[config.mk]
export PLATFORM = sky130hd
export DESIGN_NAME = motion_and_range_event_classifier
export DESIGN_NICKNAME = d
export VERILOG_FILES = /design/src/hdl/maec_pkg.sv /design/src/hdl/maec_front.sv /design/src/hdl/maec_queue.sv /design/src/hdl/maec_back.sv /design/src/hdl/motion_and_range_event_classifier.sv
export SDC_FILE = /design/constraint.sdc
export NUM_CORES = 2
export LEC_CHECK = 0
export BUFFER_PORTS_ARGS = -buffer_cell sky130_fd_sc_hd__buf_2
export CELL_PAD_IN_SITES_DETAIL_PLACEMENT = 1
export CELL_PAD_IN_SITES_GLOBAL_PLACEMENT = 2
export CORE_AREA = 2 2 469 588
export CTS_BUF_LIST = sky130_fd_sc_hd__clkbuf_16
export DETAILED_ROUTE_END_ITERATION = 10
export DIE_AREA = 0 0 471 590
export HOLD_SLACK_MARGIN = 0.05
export PLACE_DENSITY = 0.66
export SLEW_MARGIN = 25
export SYNTH_ARGS = -nofsm -noshare
export SYNTH_HDL_FRONTEND = slang
export SYNTH_SLANG_ARGS = --single-unit
[constraint.sdc]
create_clock -name clk_i -period 11.6 [get_ports clk_i]
set_input_delay 2.32 -clock clk_i [delete_from_list [all_inputs] [get_ports clk_i]]
set_output_delay 2.32 -clock clk_i [all_outputs]
set_load 0.03 [all_outputs]
[src/hdl/maec_pkg.sv]
package maec_pkg;

  localparam int PitchMax = 23040;
  localparam int unsigned AtanDepth = 24;

  typedef enum logic [3:0] {
    EV_LIFTED      = 4'd0,
    EV_DOUBLE_TAP  = 4'd1,
    EV_FRONT_HIT   = 4'd2,
    EV_REAR_HIT    = 4'd3,
    EV_KICK_LEFT   = 4'd4,
    EV_KICK_RIGHT  = 4'd5,
    EV_CLIMBING    = 4'd6,
    EV_DESCENDING  = 4'd7,
    EV_VERY_CLOSE  = 4'd8,
    EV_OBSTACLE0   = 4'd9
  } event_e;

  typedef enum logic [2:0] {
    REG_TILT_PERIOD = 3'd0,
    REG_TILT_THRESH = 3'd1,
    REG_FILT_WEIGHT = 3'd2,
    REG_TAP_Z       = 3'd3,
    REG_TAP_X       = 3'd4,
    REG_RANGE_HYST  = 3'd5,
    REG_NEAR_LIMIT  = 3'd6,
    REG_OBST_LIMIT  = 3'd7
  } reg_e;

  typedef enum logic [2:0] {
    ST_IDLE,
    ST_SQRT,
    ST_CORDIC,
    ST_FILT_MUL,
    ST_FILT_ADD,
    ST_DONE
  } back_state_e;

  // work handed from the front to the back part
  typedef struct packed {
    logic        tilt;      // pitch update needed
    logic        has_ev;    // event from the front
    logic [3:0]  ev;
    logic signed [15:0] ax;
    logic signed [15:0] ay;
    logic signed [15:0] az;
  } job_t;

  function automatic logic [31:0] atan_deg_q16(input logic [4:0] i);
    logic [31:0] r;
    case (i)
      5'd0: r = 32'd2949120;  5'd1: r = 32'd1740967;  5'd2: r = 32'd919879;
      5'd3: r = 32'd466945;   5'd4: r = 32'd234379;   5'd5: r = 32'd117265;
      5'd6: r = 32'd58666;    5'd7: r = 32'd29335;    5'd8: r = 32'd14668;
      5'd9: r = 32'd7334;     5'd10: r = 32'd3667;    5'd11: r = 32'd1833;
      5'd12: r = 32'd917;     5'd13: r = 32'd458;     5'd14: r = 32'd229;
      5'd15: r = 32'd115;     5'd16: r = 32'd57;      5'd17: r = 32'd29;
      5'd18: r = 32'd14;      5'd19: r = 32'd7;       5'd20: r = 32'd4;
      5'd21: r = 32'd2;       5'd22: r = 32'd1;
      default: r = 32'd0;
    endcase
    return r;
  endfunction

endpackage

[src/hdl/maec_front.sv]
module maec_front #(
  parameter int unsigned RANGE_CHANNELS = 4
) (
  input  logic        clk_i,
  input  logic        rst_ni,
  input  logic        valid_i,
  output logic        ready_o,
  input  logic        cmd_i,
  input  logic [15:0] accel_x_i,
  input  logic [15:0] accel_y_i,
  input  logic [15:0] accel_z_i,
  input  logic [7:0]  int_source_i,
  input  logic [31:0] now_tick_i,
  input  logic [1:0]  range_channel_i,
  input  logic [12:0] distance_mm_i,
  input  logic [15:0] tilt_period_i,
  input  logic [14:0] tap_z_i,
  input  logic [14:0] tap_x_i,
  input  logic [12:0] hyst_i,
  input  logic [12:0] near_i,
  input  logic [12:0] obst_i,
  output logic        job_valid_o,
  input  logic        job_ready_i,
  output maec_pkg::job_t job_o
);

  localparam int unsigned ChW = (RANGE_CHANNELS > 1) ? $clog2(RANGE_CHANNELS) : 1;

  logic [31:0] last_tick_q, last_tick_d;
  logic [15:0] last_dist_q [RANGE_CHANNELS];
  logic        take;
  logic signed [16:0] ax, az, zt, xt;
  logic [3:0]  tap_ev;
  logic        tap_has;
  logic        tilt;
  logic [31:0] elapsed;
  logic        ch_ok;
  logic [ChW-1:0] ch;
  logic [15:0] last, dist16, diff;
  logic        counts;
  logic [3:0]  rng_ev;
  logic        rng_has;
  maec_pkg::job_t job;

  assign ready_o = job_ready_i;
  assign take    = valid_i && job_ready_i;
  assign ax = {accel_x_i[15], accel_x_i};
  assign az = {accel_z_i[15], accel_z_i};
  assign zt = {2'b00, tap_z_i};
  assign xt = {2'b00, tap_x_i};
  assign elapsed = now_tick_i - last_tick_q;
  assign tilt = elapsed >= {16'd0, tilt_period_i};
  assign ch_ok = {30'd0, range_channel_i} < RANGE_CHANNELS;
  assign ch = ChW'(range_channel_i);
  assign last = ch_ok ? last_dist_q[ch] : 16'hFFFF;
  assign dist16 = {3'd0, distance_mm_i};
  assign diff = (dist16 > last) ? dist16 - last : last - dist16;
  assign counts = ch_ok && (diff > {3'd0, hyst_i});

  always_comb begin
    tap_has = 1'b1;
    tap_ev  = maec_pkg::EV_LIFTED;
    if (int_source_i[4]) tap_ev = maec_pkg::EV_LIFTED;
    else if (int_source_i[5]) tap_ev = maec_pkg::EV_DOUBLE_TAP;
    else if (int_source_i[6] && az > zt) tap_ev = maec_pkg::EV_FRONT_HIT;
    else if (int_source_i[6] && az < -zt) tap_ev = maec_pkg::EV_REAR_HIT;
    else if (int_source_i[6] && ax > xt) tap_ev = maec_pkg::EV_KICK_LEFT;
    else if (int_source_i[6] && ax < -xt) tap_ev = maec_pkg::EV_KICK_RIGHT;
    else tap_has = 1'b0;
    rng_has = 1'b0;
    rng_ev  = maec_pkg::EV_VERY_CLOSE;
    if (counts && distance_mm_i < near_i) rng_has = 1'b1;
    else if (counts && distance_mm_i < obst_i) begin
      rng_has = 1'b1;
      rng_ev  = 4'(maec_pkg::EV_OBSTACLE0) + {2'd0, range_channel_i};
    end
    job.ax = accel_x_i;
    job.ay = accel_y_i;
    job.az = accel_z_i;
    if (!cmd_i) begin
      job.tilt = tilt; job.has_ev = tap_has; job.ev = tap_ev;
    end else begin
      job.tilt = 1'b0; job.has_ev = rng_has; job.ev = rng_ev;
    end
  end

  always_comb begin
    last_tick_d = last_tick_q;
    if (take && !cmd_i && tilt) last_tick_d = now_tick_i;
  end

  always_ff @(posedge clk_i or negedge rst_ni) begin
    if (!rst_ni) begin
      last_tick_q <= '0;
      for (int i = 0; i < RANGE_CHANNELS; i++) last_dist_q[i] <= 16'hFFFF;
    end else begin
      last_tick_q <= last_tick_d;
      if (take && cmd_i && counts) last_dist_q[ch] <= dist16;
    end
  end

  assign job_valid_o = valid_i && (job.has_ev || job.tilt);
  assign job_o = job;

endmodule

[src/hdl/maec_queue.sv]
module maec_queue (
  input  logic clk_i,
  input  logic rst_ni,
  input  logic in_valid_i,
  output logic in_ready_o,
  input  maec_pkg::job_t in_i,
  output logic out_valid_o,
  input  logic out_ready_i,
  output maec_pkg::job_t out_o
);

  maec_pkg::job_t mem_q [2];
  logic [1:0] cnt_q, cnt_d;
  logic       wp_q, wp_d, rp_q, rp_d;
  logic       push, pop;

  assign in_ready_o  = cnt_q != 2'd2;
  assign out_valid_o = cnt_q != 2'd0;
  assign push = in_valid_i && in_ready_o;
  assign pop  = out_valid_o && out_ready_i;
  assign out_o = mem_q[rp_q];

  always_comb begin
    wp_d = push ? ~wp_q : wp_q;
    rp_d = pop ? ~rp_q : rp_q;
    cnt_d = cnt_q + {1'b0, push} - {1'b0, pop};
  end

  always_ff @(posedge clk_i or negedge rst_ni) begin
    if (!rst_ni) begin
      cnt_q <= '0; wp_q <= 1'b0; rp_q <= 1'b0;
    end else begin
      cnt_q <= cnt_d; wp_q <= wp_d; rp_q <= rp_d;
    end
  end

  always_ff @(posedge clk_i) begin
    if (push) mem_q[wp_q] <= in_i;
  end

`ifndef SYNTH
  a_no_overflow: assert property (@(posedge clk_i) disable iff (!rst_ni)
    cnt_q <= 2'd2) else $error("queue count out of range");
  a_full_no_push: assert property (@(posedge clk_i) disable iff (!rst_ni)
    cnt_q == 2'd2 && !pop |=> cnt_q == 2'd2) else $error("full queue lost entry");
  a_empty_no_pop: assert property (@(posedge clk_i) disable iff (!rst_ni)
    cnt_q == 2'd0 && !push |=> cnt_q == 2'd0) else $error("empty queue gained entry");
`endif

endmodule

[src/hdl/maec_back.sv]
module maec_back #(
  parameter int unsigned CORDIC_STEPS = 16
) (
  input  logic        clk_i,
  input  logic        rst_ni,
  input  logic        job_valid_i,
  output logic        job_ready_o,
  input  maec_pkg::job_t job_i,
  input  logic [14:0] tilt_thresh_i,
  input  logic [15:0] weight_i,
  output logic        valid_o,
  input  logic        ready_i,
  output logic [3:0]  event_code_o
);

  localparam int unsigned CW = 48;

  maec_pkg::back_state_e st_q, st_d;
  logic [4:0]  step_q, step_d;
  logic [31:0] rem_q, rem_d, res_q, res_d;
  logic signed [CW-1:0] cx_q, cx_d, cy_q, cy_d, ang_q, ang_d;
  logic signed [16:0] f_q, f_d;
  logic signed [34:0] prod_q, prod_d;
  logic        has_q, has_d;
  logic [3:0]  ev_q, ev_d;
  logic        zero_q, zero_d;
  logic signed [15:0] ax_q, ax_d;
  logic        out_v_q, out_v_d;
  logic [3:0]  out_ev_q, out_ev_d;
  logic [31:0] sq_sum, bit_v, trial;
  logic signed [CW-1:0] dx, dy, pr;
  logic signed [17:0] p_clamp, pdiff;
  logic signed [CW-1:0] f_new;
  logic signed [17:0] th;
  logic [31:0] ysq, zsq;

  assign ysq = 32'($signed(job_i.ay) * $signed(job_i.ay));
  assign zsq = 32'($signed(job_i.az) * $signed(job_i.az));
  assign sq_sum = ysq + zsq;
  assign bit_v = 32'h4000_0000 >> {step_q, 1'b0};
  assign trial = res_q + bit_v;
  assign dx = cy_q >>> step_q;
  assign dy = cx_q >>> step_q;
  assign pr = (ang_q + CW'(128)) >>> 8;
  assign th = {3'd0, tilt_thresh_i};

  always_comb begin
    if (zero_q) p_clamp = '0;
    else if (pr > CW'(maec_pkg::PitchMax)) p_clamp = 18'(maec_pkg::PitchMax);
    else if (pr < -CW'(maec_pkg::PitchMax)) p_clamp = -18'(maec_pkg::PitchMax);
    else p_clamp = 18'(pr);
  end
  assign pdiff = p_clamp - 18'(f_q);
  assign f_new = CW'(f_q) + ((CW'(prod_q) + CW'(32768)) >>> 16);

  // a waiting result is held in the output register, the done state waits for it
  assign job_ready_o = (st_q == maec_pkg::ST_IDLE);
  assign valid_o = out_v_q;
  assign event_code_o = out_ev_q;

  always_comb begin
    st_d = st_q; step_d = step_q; rem_d = rem_q; res_d = res_q;
    cx_d = cx_q; cy_d = cy_q; ang_d = ang_q; f_d = f_q; prod_d = prod_q;
    has_d = has_q; ev_d = ev_q; zero_d = zero_q; ax_d = ax_q;
    out_v_d = out_v_q && !ready_i; out_ev_d = out_ev_q;
    case (st_q)
      maec_pkg::ST_IDLE: begin
        if (job_valid_i && job_ready_o) begin
          has_d = job_i.has_ev; ev_d = job_i.ev;
          ax_d = job_i.ax; rem_d = sq_sum; res_d = '0; step_d = '0;
          st_d = job_i.tilt ? maec_pkg::ST_SQRT : maec_pkg::ST_DONE;
        end
      end
      maec_pkg::ST_SQRT: begin
        // one result bit per cycle
        if (rem_q >= trial) begin
          rem_d = rem_q - trial; res_d = (res_q >> 1) + bit_v;
        end else begin
          res_d = res_q >> 1;
        end
        step_d = step_q + 5'd1;
        if (step_q == 5'd15) begin
          step_d = '0;
          cx_d = CW'(res_d) <<< 8;
          cy_d = CW'(ax_q) <<< 8;
          ang_d = '0;
          zero_d = (res_d == 32'd0) && (ax_q == 16'sd0);
          st_d = maec_pkg::ST_CORDIC;
        end
      end
      maec_pkg::ST_CORDIC: begin
        if (cy_q > 0) begin
          cx_d = cx_q + dx; cy_d = cy_q - dy;
          ang_d = ang_q + CW'(maec_pkg::atan_deg_q16(step_q));
        end else begin
          cx_d = cx_q - dx; cy_d = cy_q + dy;
          ang_d = ang_q - CW'(maec_pkg::atan_deg_q16(step_q));
        end
        step_d = step_q + 5'd1;
        if (step_q == 5'(CORDIC_STEPS - 1)) st_d = maec_pkg::ST_FILT_MUL;
      end
      maec_pkg::ST_FILT_MUL: begin
        prod_d = 35'(pdiff * $signed({1'b0, weight_i}));
        st_d = maec_pkg::ST_FILT_ADD;
      end
      maec_pkg::ST_FILT_ADD: begin
        f_d = 17'(f_new);
        if (f_new > CW'(th)) begin
          has_d = 1'b1; ev_d = maec_pkg::EV_CLIMBING;
        end else if (f_new < -CW'(th)) begin
          has_d = 1'b1; ev_d = maec_pkg::EV_DESCENDING;
        end
        st_d = maec_pkg::ST_DONE;
      end
      maec_pkg::ST_DONE: begin
        if (!out_v_d) begin
          out_v_d = has_q; out_ev_d = ev_q;
          st_d = maec_pkg::ST_IDLE;
        end
      end
      default: st_d = maec_pkg::ST_IDLE;
    endcase
  end

  always_ff @(posedge clk_i or negedge rst_ni) begin
    if (!rst_ni) begin
      st_q <= maec_pkg::ST_IDLE; f_q <= '0; out_v_q <= 1'b0; step_q <= '0;
    end else begin
      st_q <= st_d; f_q <= f_d; out_v_q <= out_v_d; step_q <= step_d;
    end
  end

  always_ff @(posedge clk_i) begin
    rem_q <= rem_d; res_q <= res_d; cx_q <= cx_d; cy_q <= cy_d; ang_q <= ang_d;
    prod_q <= prod_d; has_q <= has_d; ev_q <= ev_d;
    zero_q <= zero_d; ax_q <= ax_d; out_ev_q <= out_ev_d;
  end

`ifndef SYNTH
  a_out_hold: assert property (@(posedge clk_i) disable iff (!rst_ni)
    out_v_q && !ready_i |=> out_v_q && $stable(out_ev_q)) else $error("result dropped");
  a_no_take_busy: assert property (@(posedge clk_i) disable iff (!rst_ni)
    st_q != maec_pkg::ST_IDLE |-> !job_ready_o) else $error("job taken while busy");
  a_filter_range: assert property (@(posedge clk_i) disable iff (!rst_ni)
    f_q <= 17'sd23040 && f_q >= -17'sd23040) else $error("filter out of range");
`endif

endmodule

[src/hdl/motion_and_range_event_classifier.sv]
// channel | direction | handshake        | payload
// input   | in        | valid_i/ready_o  | cmd, accel xyz, int_source, now_tick, channel, dist
// result  | out       | valid_o/ready_i  | event_code
// config  | in        | cfg_we_i         | cfg_index_i, cfg_data_i
// a range reading or tap-only sample: queued, then through the done state to the output register
// a sample with pitch update: the result waits on the sqrt iteration (16 steps)
//   and the iterated cordic stage, one step a cycle
// the front accepts while the back works, until the two-entry queue fills
// reset: asynchronous active low, registers to defaults, range history to 65535
module motion_and_range_event_classifier #(
  parameter int unsigned RANGE_CHANNELS = 4,
  parameter int unsigned CORDIC_STEPS = 16
) (
  input  logic        clk_i,
  input  logic        rst_ni,
  input  logic        valid_i,
  output logic        ready_o,
  input  logic        cmd_i,
  input  logic [15:0] accel_x_i,
  input  logic [15:0] accel_y_i,
  input  logic [15:0] accel_z_i,
  input  logic [7:0]  int_source_i,
  input  logic [31:0] now_tick_i,
  input  logic [1:0]  range_channel_i,
  input  logic [12:0] distance_mm_i,
  output logic        valid_o,
  input  logic        ready_i,
  output logic [3:0]  event_code_o,
  input  logic        cfg_we_i,
  input  logic [2:0]  cfg_index_i,
  input  logic [15:0] cfg_data_i
);

  // configuration registers
  logic [15:0] tilt_period_q;
  logic [14:0] tilt_thresh_q;
  logic [15:0] weight_q;
  logic [14:0] tap_z_q, tap_x_q;
  logic [12:0] hyst_q, near_q, obst_q;

  always_ff @(posedge clk_i or negedge rst_ni) begin
    if (!rst_ni) begin
      tilt_period_q <= 16'd25;
      tilt_thresh_q <= 15'd5120;
      weight_q      <= 16'd9830;
      tap_z_q       <= 15'd1300;
      tap_x_q       <= 15'd1400;
      hyst_q        <= 13'd20;
      near_q        <= 13'd80;
      obst_q        <= 13'd150;
    end else if (cfg_we_i) begin
      case (maec_pkg::reg_e'(cfg_index_i))
        maec_pkg::REG_TILT_PERIOD: tilt_period_q <= cfg_data_i;
        maec_pkg::REG_TILT_THRESH: tilt_thresh_q <= cfg_data_i[14:0];
        maec_pkg::REG_FILT_WEIGHT: weight_q <= cfg_data_i;
        maec_pkg::REG_TAP_Z:       tap_z_q <= cfg_data_i[14:0];
        maec_pkg::REG_TAP_X:       tap_x_q <= cfg_data_i[14:0];
        maec_pkg::REG_RANGE_HYST:  hyst_q <= cfg_data_i[12:0];
        maec_pkg::REG_NEAR_LIMIT:  near_q <= cfg_data_i[12:0];
        maec_pkg::REG_OBST_LIMIT:  obst_q <= cfg_data_i[12:0];
        default: ;
      endcase
    end
  end

  // front classifies; items with no event and no pitch work are dropped there
  logic job_v, job_r, q_v, q_r;
  maec_pkg::job_t job, q_job;
  logic front_ready;

  maec_front #(.RANGE_CHANNELS(RANGE_CHANNELS)) u_front (
    .clk_i, .rst_ni, .valid_i, .ready_o(front_ready),
    .cmd_i, .accel_x_i, .accel_y_i, .accel_z_i, .int_source_i, .now_tick_i,
    .range_channel_i, .distance_mm_i,
    .tilt_period_i(tilt_period_q), .tap_z_i(tap_z_q), .tap_x_i(tap_x_q),
    .hyst_i(hyst_q), .near_i(near_q), .obst_i(obst_q),
    .job_valid_o(job_v), .job_ready_i(job_r), .job_o(job)
  );
  assign ready_o = front_ready;

  // two-entry decoupling queue
  maec_queue u_queue (
    .clk_i, .rst_ni, .in_valid_i(job_v), .in_ready_o(job_r), .in_i(job),
    .out_valid_o(q_v), .out_ready_i(q_r), .out_o(q_job)
  );

  // back: sqrt, cordic, filter, result register
  maec_back #(.CORDIC_STEPS(CORDIC_STEPS)) u_back (
    .clk_i, .rst_ni, .job_valid_i(q_v), .job_ready_o(q_r), .job_i(q_job),
    .tilt_thresh_i(tilt_thresh_q), .weight_i(weight_q),
    .valid_o, .ready_i, .event_code_o
  );

endmodule

# Yosys cells after proc, flatten, opt, wreduce, memory -nomap -nowiden
# Memory sizes are Yosys's and may differ from the RTL's.
# Index checks and enable logic that the tools add are counted.
# classes
n_lt_le_gt_ge,17
mux,68
bitwise_logic,4
shift,3
n_reduce_logical,46
n_addsub,24
n_eq_ne,20
mul,3
# ops
cell,n
32-bit 2-to-1 mux,9
48-bit 2-to-1 mux,6
48-bit case mux with 2 select lines,3
32-bit case mux with 2 select lines,2
48-bit adder,2
48-bit by 5-bit >>> shifter with 48-bit output,2
48-bit subtractor,2
32-bit adder,2
64-bit bitwise mux,1
16-bit by 16-bit multiplier with 32-bit output,2
16-bit 2-to-1 mux,4
32-bit subtractor,2
18-bit 2-to-1 mux,3
48-bit by 32-bit adder with 48-bit output,1
48-bit by 9-bit adder with 48-bit output (second input constant),1
48-bit by 1-bit > comparator with 1-bit output (second input constant),1
48-bit by 16-bit > comparator with 1-bit output,1
48-bit < comparator,1
15-bit negation with 48-bit output,1
48-bit by 32-bit subtractor with 48-bit output,1
40-bit by 16-bit > comparator with 1-bit output (second input constant),1
40-bit by 16-bit < comparator with 1-bit output (second input constant),1
4-bit 2-to-1 mux,10
35-bit by 17-bit adder with 36-bit output (second input constant),1
other kinds (51),125
# totals
memories,3
ff_bits,511
elab_cells,219
rom_bits,1408
ramBits,108
# memory_table
memory,words,word_bits,read_ports,rd_ports_with_merged_regs,wr,line_no,text
(name not given),32,22,1,0,0,maec_pkg.sv:51,case (i)
(name not given),32,22,1,0,0,maec_pkg.sv:51,
u_queue.mem_q,2,54,1,0,1,maec_queue.sv:12,maec_pkg::job_t mem_q [2];

# Depth between registers and ports, before layout
# logic_depth
depth_word,16
mapped_depth,49
mapped_depth_nobuf,47

# Modules after synthesis
# Synthesis repeated with hierarchy kept, for this count alone.
# unflattened
hier_cells,8699
hier_area_um2,83025.9
# modules_own_cells
mod,area_each_um2,instances,cells_per_inst
maec_back,63138.1,1,7022
maec_front,10975.5,1,1239
motion_and_range_event_classifier,4566.9,1,253
maec_queue,4345.4,1,185

# Worst setup path after synthesis
# Ideal clock, no wire load.
# synth_path
path_type,reg-to-reg
startpoint,register u_back.ang_q[18]
endpoint,"register u_back.prod_q[34], data pin"
setup_slack_ns,0.475
n_path_buf,5
path_stages_with_launch,48
t_arrival_ns,10.865
path_cell_list,edfxtp_1 -> clkbuf_1 -> nand3_1 -> nor4_1 -> nor2b_1 -> buf_2 -> and2_1 -> nand2_1 -> mux2_2 -> a2111oi_0 -> nand4_1 -> and2_1 -> or3_1 -> clkbuf_1 -> nor2b_1 -> ha_1 -> nor2b_1 -> o21ai_0 -> (+12 left out) -> clkbuf_1 -> xnor2_1 -> xnor2_1 -> fa_1 -> fa_1 -> inv_1 -> fa_1 -> inv_1 -> ha_1 -> a21o_1 -> a21o_1 -> a21oi_1 -> o21ai_0 -> a41oi_1 -> a211o_1 -> o21bai_1 -> a21oi_1 -> xnor2_1
# synth_via
elab_chain_len,7
word_cells_on_any_way,8
# synth_rtl
item,line_no,text
start: declaration,maec_back.sv:21,"logic signed [CW-1:0] cx_q, cx_d, cy_q, cy_d, ang_q, ang_d;"
start signal: assignment,maec_back.sv:134,rem_q <= rem_d; res_q <= res_d; cx_q <= cx_d; cy_q <= cy_d; ang_q <= ang_d;
48-bit by 9-bit adder with 48-bit output (*),maec_back.sv:44,assign pr = (ang_q + CW'(128)) >>> 8;
40-bit by 16-bit < comparator with 1-bit output,maec_back.sv:50,else if (pr < -CW'(maec_pkg::PitchMax)) p_clamp = -18'(maec_pkg::PitchMax);
18-bit 2-to-1 mux,maec_back.sv:50,
18-bit 2-to-1 mux (*),maec_back.sv:49,else if (pr > CW'(maec_pkg::PitchMax)) p_clamp = 18'(maec_pkg::PitchMax);
18-bit 2-to-1 mux (*),maec_back.sv:48,if (zero_q) p_clamp = '0;
18-bit by 17-bit subtractor with 18-bit output (*),maec_back.sv:53,assign pdiff = p_clamp - 18'(f_q);
18-bit by 17-bit multiplier with 35-bit output (*),maec_back.sv:103,"prod_d = 35'(pdiff * $signed({1'b0, weight_i}));"
end signal: assignment,maec_back.sv:135,prod_q <= prod_d; has_q <= has_d; ev_q <= ev_d;
end: declaration,maec_back.sv:23,"logic signed [34:0] prod_q, prod_d;"
# Every way passes the cells marked *; elsewhere a longest branch is shown, timed or not.
# A chain may end at the register's enable or synchronous reset.

# Worst setup path after layout
# layout_path
startpoint,register u_back.ang_q[8]
endpoint,"register u_back.prod_q[27], data pin"
# The elaborated chain is that of the path after synthesis.

==> impl_metrics.toml <==
[floorplan]
core_area_mm2 = 0.2728
fp.dieArea_mm2 = 0.2779
ios = 134
die_width_um = 471
start_util = 0.2985
rows = 215
die_h_um = 590

[synthesis]
synth-main-ff-cell = "edfxtp_1"
synth-seq-cells = 596
synth_area_per_cell_um2 = 9.361
synthArstFlopShare = 0.3926
synth_fa_ha_area_frac = 0.3125
yosys.area_share.simple = 0.1338
synthCells = 8698
synth.largest_area_cell = "fa_1"
yosysMostFrequentCell = "inv_1"
synth_top_family_by_area = "adder cells"
synth_compound_area_frac = 0.1290
synth_edf_count = 362
synth_top_area_frac = 0.2014
synth_area_mm2 = 0.08142
syn-num-nets = 10364
synth-xor-area-share = 0.05873
seq_area_frac_synth = 0.2068
ys_warn_count = 0
synthTopCellsByArea = "fa_1 20%, edfxtp_1 13%, ha_1 11%"
synthMuxAreaShare = 0.08326
ys_top_cells_by_count = "1262 x inv_1, 819 x fa_1, 790 x nand2_1"
synth.distinct_cells = 112

[sta]
finalSetupViolCount = 0
slew_violations = 0
setup_tns_ns = 0
worst_pin_slew_ns = 1.184
max_freq_ghz = 0.09027
slew_headroom = 0.2109
fin_worst_skew_ns = 0.05350
final_hold_viol_count = 0
min_period_ns = 11.08
period_share = 0.9549

[job]
cap_viol_max_count = 0

[global_route]
grt_pass1_wl_mm = 433.1
grt_usage = 0.2015
grt_max_degree = 91
antenna_found_initial = 59
grt_pass1_vias = 71598
grt.overflow.total = 0

[worst_setup_path]
arrival_ns = 11.53
cpMostUsedCell = "fa_1"
required_ns = 12.05
end_kind = "flip-flop"
setup.worst_path.start = "u_back.ang_q[8]"
path_class = "flip-flop to flip-flop"
critPathMaxStageDelay_ns = 0.54
crit-reg2reg-launch = "u_back.ang_q[8]"
start_kind = "flip-flop"
slowest_stage = "fa_1"
rrSetupSlack_ns = 0.52
worstPathMaxFanout = 7

[finish]
drive_gt1_frac = 0.1200
instances_no_fill = 12454
n_fill_cell = 31495
syn2layout_area_growth_pct = 10.49
fin_util = 0.3298
final_area_mm2 = 0.08996
layout.nets = 10463

[route]
wl_per_cell_um = 22.57
ant_nets = 0
drtIter0Drc = 3020
finalWirelength_mm = 281.0
num_vias = 64477
dr.pass1.iters = 6
viasPerCell = 5.177
drcViolationCount = 0

[worst_hold_path]
hold_path_class = "flip-flop to flip-flop"
min-delay-start = "u_back.ev_q[1]"

[run_status]
status = "complete, no violations"

[cts]
clk_latency_ns = 0.73
clkTransAtPathRegs_ns = 0.06
root_buffer = "clkbuf_16"
cts_sinks = 596
cts_tree = "yes"
numCtsBuffers = 81
htreeDepth = 3
clockBufferDepth = 3

[place]
dp_cells = 12278
numPortBuffers = 128
gp_congestion = 0.9518
postPlaceCellArea_mm2 = 0.08679
post-dp-hpwl_mm = 230.2
[routing by layer]
metal | track usage | vias to the layer above | wire, µm
met4 | 0.06772 | 52 | 10280
met2 | 0.3799 | 1043 | 148400
met3 | 0.02577 | 430 | 9936
li1 | - | 29860 | -
met5 | 0 | - | 333
met1 | 0.2322 | 33092 | 112100
[state kept, by name, summed over array words and instances, names as in the netlist, 16 cells and up]
| name | cells |
|---|---|
| u_back.res_q | 32 |
| u_front.last_tick_q | 32 |
| u_front.last_dist_q | 56 |
| u_back.rem_q | 32 |
| weight_q | 16 |
| u_back.ang_q | 48 |
| u_queue.mem_q | 108 |
| u_back.f_q | 17 |
| tilt_period_q | 16 |
| u_back.cx_q | 48 |
| u_back.prod_q | 20 |
| u_back.ax_q | 16 |
| u_back.cy_q | 48 |
[cell usage in the layout (no fill, tap or decap), drive strengths merged, types with 86 or more instances in the layout]
| master | n |
|---|---|
| nor2b | 107 |
| xnor2 | 344 |
| nand3 | 131 |
| mux2i | 120 |
| and2 | 149 |
| a21oi | 378 |
| edfxtp | 362 |
| dfrtp | 148 |
| mux4 | 112 |
| dfstp | 86 |
| nor3 | 135 |
| mux2 | 270 |
| nor2 | 567 |
| fa | 819 |
| ha | 719 |
| xor2 | 202 |
| buf | 338 |
| inv | 1285 |
| a21o | 180 |
| nand2 | 790 |
| o21ai | 389 |
[worst paths after layout]
kind	cells after the start	end
max	46	u_back.prod_q[27]
min	0	u_back.event_code_o[1]
max reg2reg	46	u_back.prod_q[27]
min reg2reg	0	u_back.event_code_o[1]
max in group asynchronous	2	u_back.step_q[4]
min in group asynchronous	1	u_front.last_tick_q[0]
[stage by stage]
stage          setup slack, ns  hold slack (ns)
2_1_floorplan           0.4746           0.4003
3_3_place_gp           0.06006           0.4103
3_5_place_dp          -0.08362           0.4143
4_1_cts               0.001848           0.4245
5_1_grt               -0.05478           0.4324
6_report                0.5227           0.4236
[repair_timing]
item,4_1_cts,5_1_grt
resized for setup,3,56
pin swaps,0,17
setup buffers,0,15
endpoints found under the setup margin,5,15
hold buffers,0,0
[layout make-up]
cell class / instances / area (µm²) / area share
antenna: 12 / 30.03 / 0.0003338
inverter: 1278 / 4798 / 0.05334
timing repair buffer: 338 / 2267 / 0.02520
clock buffer: 84 / 2102 / 0.02337
sequential: 596 / 16850 / 0.1874
clock inverter: 64 / 640.6 / 0.007121
multi-input combinational: 6502 / 58780 / 0.6535
tap: 3580 / 4479 / 0.04979
[critical path: cells and delay by family (launching register included)]
family | cells | cell delay [ns]
AO/OA/AOI/OAI | 10 | 2.47
XOR/XNOR | 2 | 0.20
adder cells (fa/ha/maj) | 8 | 3.64
buffers and inverters | 8 | 0.82
flip-flops | 1 | 0.48
multiplexers | 1 | 0.27
AND/OR/NAND/NOR | 17 | 2.92
[kinds of logic after synthesis]
kind of cell / Yosys count
simple gates: 2299
mux: 502
xor+xnor: 546
flops: 596
fa+ha+maj: 1543
compound gates: 1612
buf+inv: 1600
Power is left out: the tool's default activity adds up to more than one toggle a clock period on the data nets, which glitch-free logic cannot reach.
